==> config.mk <==
export PLATFORM = sky130hd
export DESIGN_NAME = lpft_ctrl
export DESIGN_NICKNAME = d
export VERILOG_FILES = /design/src/rtl/core/lpft_pkg.sv /design/src/rtl/core/lpft_ctrl.sv
export SDC_FILE = /design/constraint.sdc
export NUM_CORES = 1
export LEC_CHECK = 0
export BUFFER_PORTS_ARGS = -buffer_cell sky130_fd_sc_hd__buf_2
export CORE_AREA = 5 5 42 44
export DETAILED_ROUTE_END_ITERATION = 10
export DIE_AREA = 0 0 47 49
export PLACE_DENSITY = 0.3
export SLEW_MARGIN = 20
export SYNTH_ARGS = -nofsm -noshare
export SYNTH_HDL_FRONTEND = slang
export SYNTH_SLANG_ARGS = --single-unit
export TNS_END_PERCENT = 10
==> constraint.sdc <==
create_clock -name clk -period 1 [get_ports clk]
set_input_delay 0 -clock clk [delete_from_list [all_inputs] [get_ports clk]]
set_output_delay 0 -clock clk [all_outputs]
set_load 0.005 [all_outputs]
==> src/rtl/core/lpft_pkg.sv <==
// Package for the listening port filter table.
// Holds the table sizes, command and status codes and the item structs.
// No dependencies.
`default_nettype none

package lpft_pkg;

  // Table geometry.
  localparam int TABLE_DEPTH = 256;
  localparam int IDX_W       = $clog2(TABLE_DEPTH);
  localparam int CNT_W       = $clog2(TABLE_DEPTH + 1);

  // Field widths.
  localparam int CMD_W       = 2;
  localparam int PORT_W      = 16;
  localparam int ADDR_W      = 32;
  localparam int STATUS_W    = 3;
  localparam int PORT_CNT_W  = 9;
  localparam int MAX_W       = 9;
  localparam int CFG_DATA_W  = 32;
  localparam int CFG_IDX_W   = 1;

  // Width that holds both the held count and the reported count.
  localparam int SAT_W       = (CNT_W > PORT_CNT_W) ? CNT_W : PORT_CNT_W;
  localparam int PORT_CNT_MAX = (1 << PORT_CNT_W) - 1;

  // Configuration register indexes and reset values.
  localparam logic [CFG_IDX_W-1:0] CFG_MAX_PORTS = 1'b0;
  localparam logic [CFG_IDX_W-1:0] CFG_EXCL_ADDR = 1'b1;
  localparam logic [MAX_W-1:0]     MAX_PORTS_RST = 9'd127;
  localparam logic [ADDR_W-1:0]    EXCL_ADDR_RST = 32'h0100_007F;

  // Command codes.
  localparam logic [CMD_W-1:0] CMD_REMOVE  = 2'd0;
  localparam logic [CMD_W-1:0] CMD_ADD     = 2'd1;
  localparam logic [CMD_W-1:0] CMD_CHARGER = 2'd2;

  // Status codes.
  localparam logic [STATUS_W-1:0] ST_ADDED   = 3'd0;
  localparam logic [STATUS_W-1:0] ST_REMOVED = 3'd1;
  localparam logic [STATUS_W-1:0] ST_PRESENT = 3'd2;
  localparam logic [STATUS_W-1:0] ST_ABSENT  = 3'd3;
  localparam logic [STATUS_W-1:0] ST_FULL    = 3'd4;
  localparam logic [STATUS_W-1:0] ST_IGNORED = 3'd5;
  localparam logic [STATUS_W-1:0] ST_CHARGER = 3'd6;

  // One input word.
  typedef struct packed {
    logic [CMD_W-1:0]  cmd;
    logic [PORT_W-1:0] local_port;
    logic [ADDR_W-1:0] local_address;
    logic              is_listening;
    logic              charger_on;
  } in_item_t;

  // One result word.
  typedef struct packed {
    logic [STATUS_W-1:0]   status;
    logic                  filter_enabled;
    logic [PORT_CNT_W-1:0] port_count;
    logic                  change_event;
  } out_item_t;

  // Commands from the controller to the datapath.
  typedef struct packed {
    logic accept;
    logic scan_en;
    logic load_out;
  } ctrl_cmd_t;

  // Status from the datapath to the controller.
  typedef struct packed {
    logic is_scan;
    logic scan_end;
    logic out_free;
  } dp_status_t;

endpackage

`default_nettype wire

==> src/rtl/core/lpft_ctrl.sv <==
// Controller state machine of the listening port filter table.
// Depends on lpft_pkg for the command and status structs.
`default_nettype none

module lpft_ctrl (
  input  wire logic                 clk,
  input  wire logic                 rst_n,
  input  wire logic                 in_valid,
  output logic                      in_ready,
  input  wire lpft_pkg::dp_status_t sts,
  output lpft_pkg::ctrl_cmd_t       cmd
);
  import lpft_pkg::*;

  typedef enum logic [2:0] {
    S_IDLE   = 3'b001,
    S_SCAN   = 3'b010,
    S_FINISH = 3'b100
  } state_t;

  state_t state_r, state_nxt;

  // Next state and commands.
  always_comb begin
    state_nxt    = state_r;
    cmd          = '0;
    in_ready     = 1'b0;
    unique case (state_r)
      S_IDLE: begin
        in_ready = 1'b1;
        if (in_valid) begin
          cmd.accept = 1'b1;
          state_nxt  = sts.is_scan ? S_SCAN : S_FINISH;
        end
      end
      S_SCAN: begin
        cmd.scan_en = 1'b1;
        if (sts.scan_end) begin
          state_nxt = S_FINISH;
        end
      end
      S_FINISH: begin
        if (sts.out_free) begin
          cmd.load_out = 1'b1;
          state_nxt    = S_IDLE;
        end
      end
      default: begin
        state_nxt = S_IDLE;
      end
    endcase
  end

  // State register.
  always_ff @(posedge clk) begin
    if (!rst_n) begin
      state_r <= S_IDLE;
    end else begin
      state_r <= state_nxt;
    end
  end

endmodule

`default_nettype wire

[Word-level counts from Yosys, hierarchy flattened]
Index checks and enable logic that the tools add are counted.
Word-level totals
  register bits after elaboration: 3
  logic and storage cells: 19
  input port bits: 6
  output and inout bits: 4
Cells by class
  equality and inequality tests: 6
  multiplexer cells: 11
  reduce and logical (&&, ||, !) cells: 1
Operator list (count)
  3-bit two-way mux: 4
  3-bit case mux with 3 select lines: 1
  1-bit two-way mux: 6
  2-bit != test (second input constant): 3
  3-bit by 1-bit equality test with 1-bit output (second input constant): 1
  3-bit by 2-bit equality test with 1-bit output (second input constant): 1
  3-bit equality test (second input constant): 1
  3-bit AND reduction: 1

[Depth between registers and ports, before layout]
  depth in word-level cells: 3
  gate-level depth with buffers: 3
  gate-level depth less buffers: 3

[Worst setup path before layout]
OpenSTA, ideal clock, no wires.
  path type: reg2reg
  start: reg state_r[2]
  end: reg state_r[2]
  setup slack: -118 ps
  cell stages (with the launch flop): 4
  path buffers: 0
  arrival: 989 ps
  data required time: 872 ps
  setup time: 128 ps
  cells stage by stage: dfxtp_1 or4b_1 o311ai_1 a21oi_2
Between the ends
  word-level cells in the longest chain between the ends: 3
  elaborated cells between the ends (all ways): 8
  classes of those cells: eq/ne (6); mux (1); reduce/logical (1)
RTL lines
  start, declared: line lpft_ctrl.sv:21  | state_t state_r, state_nxt;
  start signal, assigned: line lpft_ctrl.sv:59  | state_r <= state_nxt;
  3-bit by 2-bit equality test with 1-bit output (tied with other cells): line lpft_ctrl.sv:28  | unique case (state_r)
  2-bit != test (no line)
  3-bit AND reduction (no line)
Several ways; a longest one is shown, not always the timed one.
A chain may end at the register's enable or synchronous reset.

[Worst setup path after layout]
  start: reg state_r[0]
  end: reg state_r[2]
Same word-level chain as after synthesis.

==> qor.txt <==
Outcome = complete, but fails checks
Failing checks = setup timing
Synthesized flop and latch total = 3
Placer Congestion = 0.711
DIE AREA = 0.00230 sq mm
Routed Wire Length = 647 um
Clock Skew = 3.16 ps
Fillers = 164
Initial antenna violation count = 0
TritonRoute pass-1 iters = 2
Fmax = 0.874 GHz
WP data required = 1120 ps
Layout cells sized above 1 = 73.0%
CTS tree = built
Period utilisation layout = 114%
Worst VDD drop = 0.302 mV
Vias = 228
Worst Path Max Fanout = 6
Fin. max-slew vios = 0
DRT iter0 DRCs = 2
Inserted Diodes = 0
Die outline width = 47 um
Critical-path top delay cell = or4b_4
Most common cell after layout, fill and taps aside = buf_2
H-tree depth = 1
Vias per inst = 4.30
Sequential area share after synthesis = 33.8%
RSZ-0062 raised after global routing = true
Worst slew pin tran = 278 ps
Crit path launch = state_r[0]
Final setup fails = 4
Non-filler cells, final = 53
Top delay family on crit path = simple AND/OR/NAND/NOR gates
Layout Nets = 44
Port bufs = 9
Crit path cell chain = or4b_4, o311ai_2, a21oi_2
Setup crit end kind = flip-flop
Yosys top cell area share = 33.8%
First-pass GRT wire length = 1140 um
Crit path buf inv count = 0
Routed Antenna Nets = 0
Post-Synthesis Cells = 19
Fin worst setup slack = -144 ps
Worst setup path class = flip-flop to flip-flop
Period minus WS final = 1140 ps
Netlist Area Pre-Place = 178 sq um
Crit start category = flip-flop
Placed cells = 47
Core area = 0.00140 sq mm
Final Hold Viols = 0
Worst hold path class = primary input to flip-flop
Mean Syn Cell Area = 9.35 sq um
Clock sink count = 3
Total GRT Usage = 7.11%
Total congestion overflow = 0
Largest register FFs = 3
TNS Setup = -305 ps
Commonest non-fill, non-tap cells in the layout = buf_2 (9), buf_4 (4), clkbuf_4 (3)
Min Hold Slack = 110 ps
Synth area leaders = dfxtp_1 (34%), nor3b_1 (8.5%), nand2b_1 (7.0%)
Clock transition at path regs = 40 ps
Synth cell types = 14
Number of buffers created by CTS = 3
Clock buffer depth = 2
Worst-Skew Late Latency = 240 ps
Area of the multi-input gates = 165 sq um
Relative slew slack = 81.4%
Hold wc startpoint = in_valid
R2R Path Start = state_r[0]
Largest area contributor in the synthesized netlist = dfxtp_1
Storage element area = 66.3 sq um
Chip height = 49 um
Largest net degree at the start of global routing = 7
Largest registers = state_r (3)
Vias in the first global route = 295
Initial Util = 12.7%
Number of remaining DRC errors = 0
Pwr dens = 1370 mW/mm^2
Lkg Pwr = 0.153 nW
Number of I/O pins = 10
Synthesized Nets = 25
Synth Warn # = 0
CTS root buf = clkbuf_4
Max stage delay on crit path = 520 ps
Core Rows = 14
Worst path arrival time = 1260 ps
Post-DR wirelength/cell = 12.2 um
Max-cap violations = 0
Area growth syn-to-layout = 104%
Biggest register = state_r
## power by group
group	total (mW)	internal, mW	switching [mW]
sequential	0.156	0.133	0.0231
clock	0.221	0.150	0.0711
combinational	0.120	0.0708	0.0490
total	0.497	0.354	0.143
## layout make-up
cell class,instances,area share (%)
tap,16,5.52
timing repair buffer,14,23.4
multi-input combinational,16,45.5
sequential,3,18.3
clock buffer,4,7.24
## worst paths after layout
path | slack, ps | depth (start not counted) | endpoint
max | -140 | 3 | state_r[2]
min | 110 | 3 | state_r[2]
max reg2reg | -140 | 3 | state_r[2]
min reg2reg | 660 | 2 | state_r[0]
## worst min-delay path: stages
cell and delay (ps):
buf_2 110, o311ai_2 100, a21oi_2 90
## routing by layer
metal	track usage [%]	wire length [um]	up-vias
met1	6.59	244	105
met3	1.11	20	4
met4	9.22	31	0
met2	10.9	350	9
li1	-	-	110
met5	0	0	-
## cells by family after synthesis
logic type / Yosys count / synth area share [%]
and+or+nand+nor: 12 / 48.6
AOI/OAI and AO/OA: 4 / 17.6
DFF: 3 / 33.8
## Yosys cell counts
master / count
nand2b_1: 2
nor3b_1: 2
o311ai_1: 1
o22ai_1: 1
nor4bb_1: 1
and3b_2: 1
nor4b_1: 1
or4b_1: 1
nor2_1: 2
a21oi_2: 1
o31ai_1: 1
nand2_1: 1
or3b_1: 1
dfxtp_1: 3
## through the flow
| stage | setup slack, ps | power (mW) | util, % | instance area, sq um |
|---|---|---|---|---|
| after CTS | -140 | 0.491 | 23.7 | 332 |
| after global routing | -174 | 0.526 | 25.9 | 363 |
| after detailed placement | -128 | 0.247 | 19.6 | 274 |
| after floorplan | -71.9 | 0.194 | - | 186 |
| final | -144 | 0.497 | 25.9 | 363 |
| after global placement | -133 | 0.246 | 19.6 | 274 |
## repair_timing
item | 4_1_cts | 5_1_grt
hold buffers | 1 | 0
buffers inserted | 0 | 1
hold endpoints to repair | 1 | 0
resized for setup | 5 | 6
setup endpoints to repair | 7 | 7
pin swaps | 1 | 0
Power figures use the tool's default switching activity.
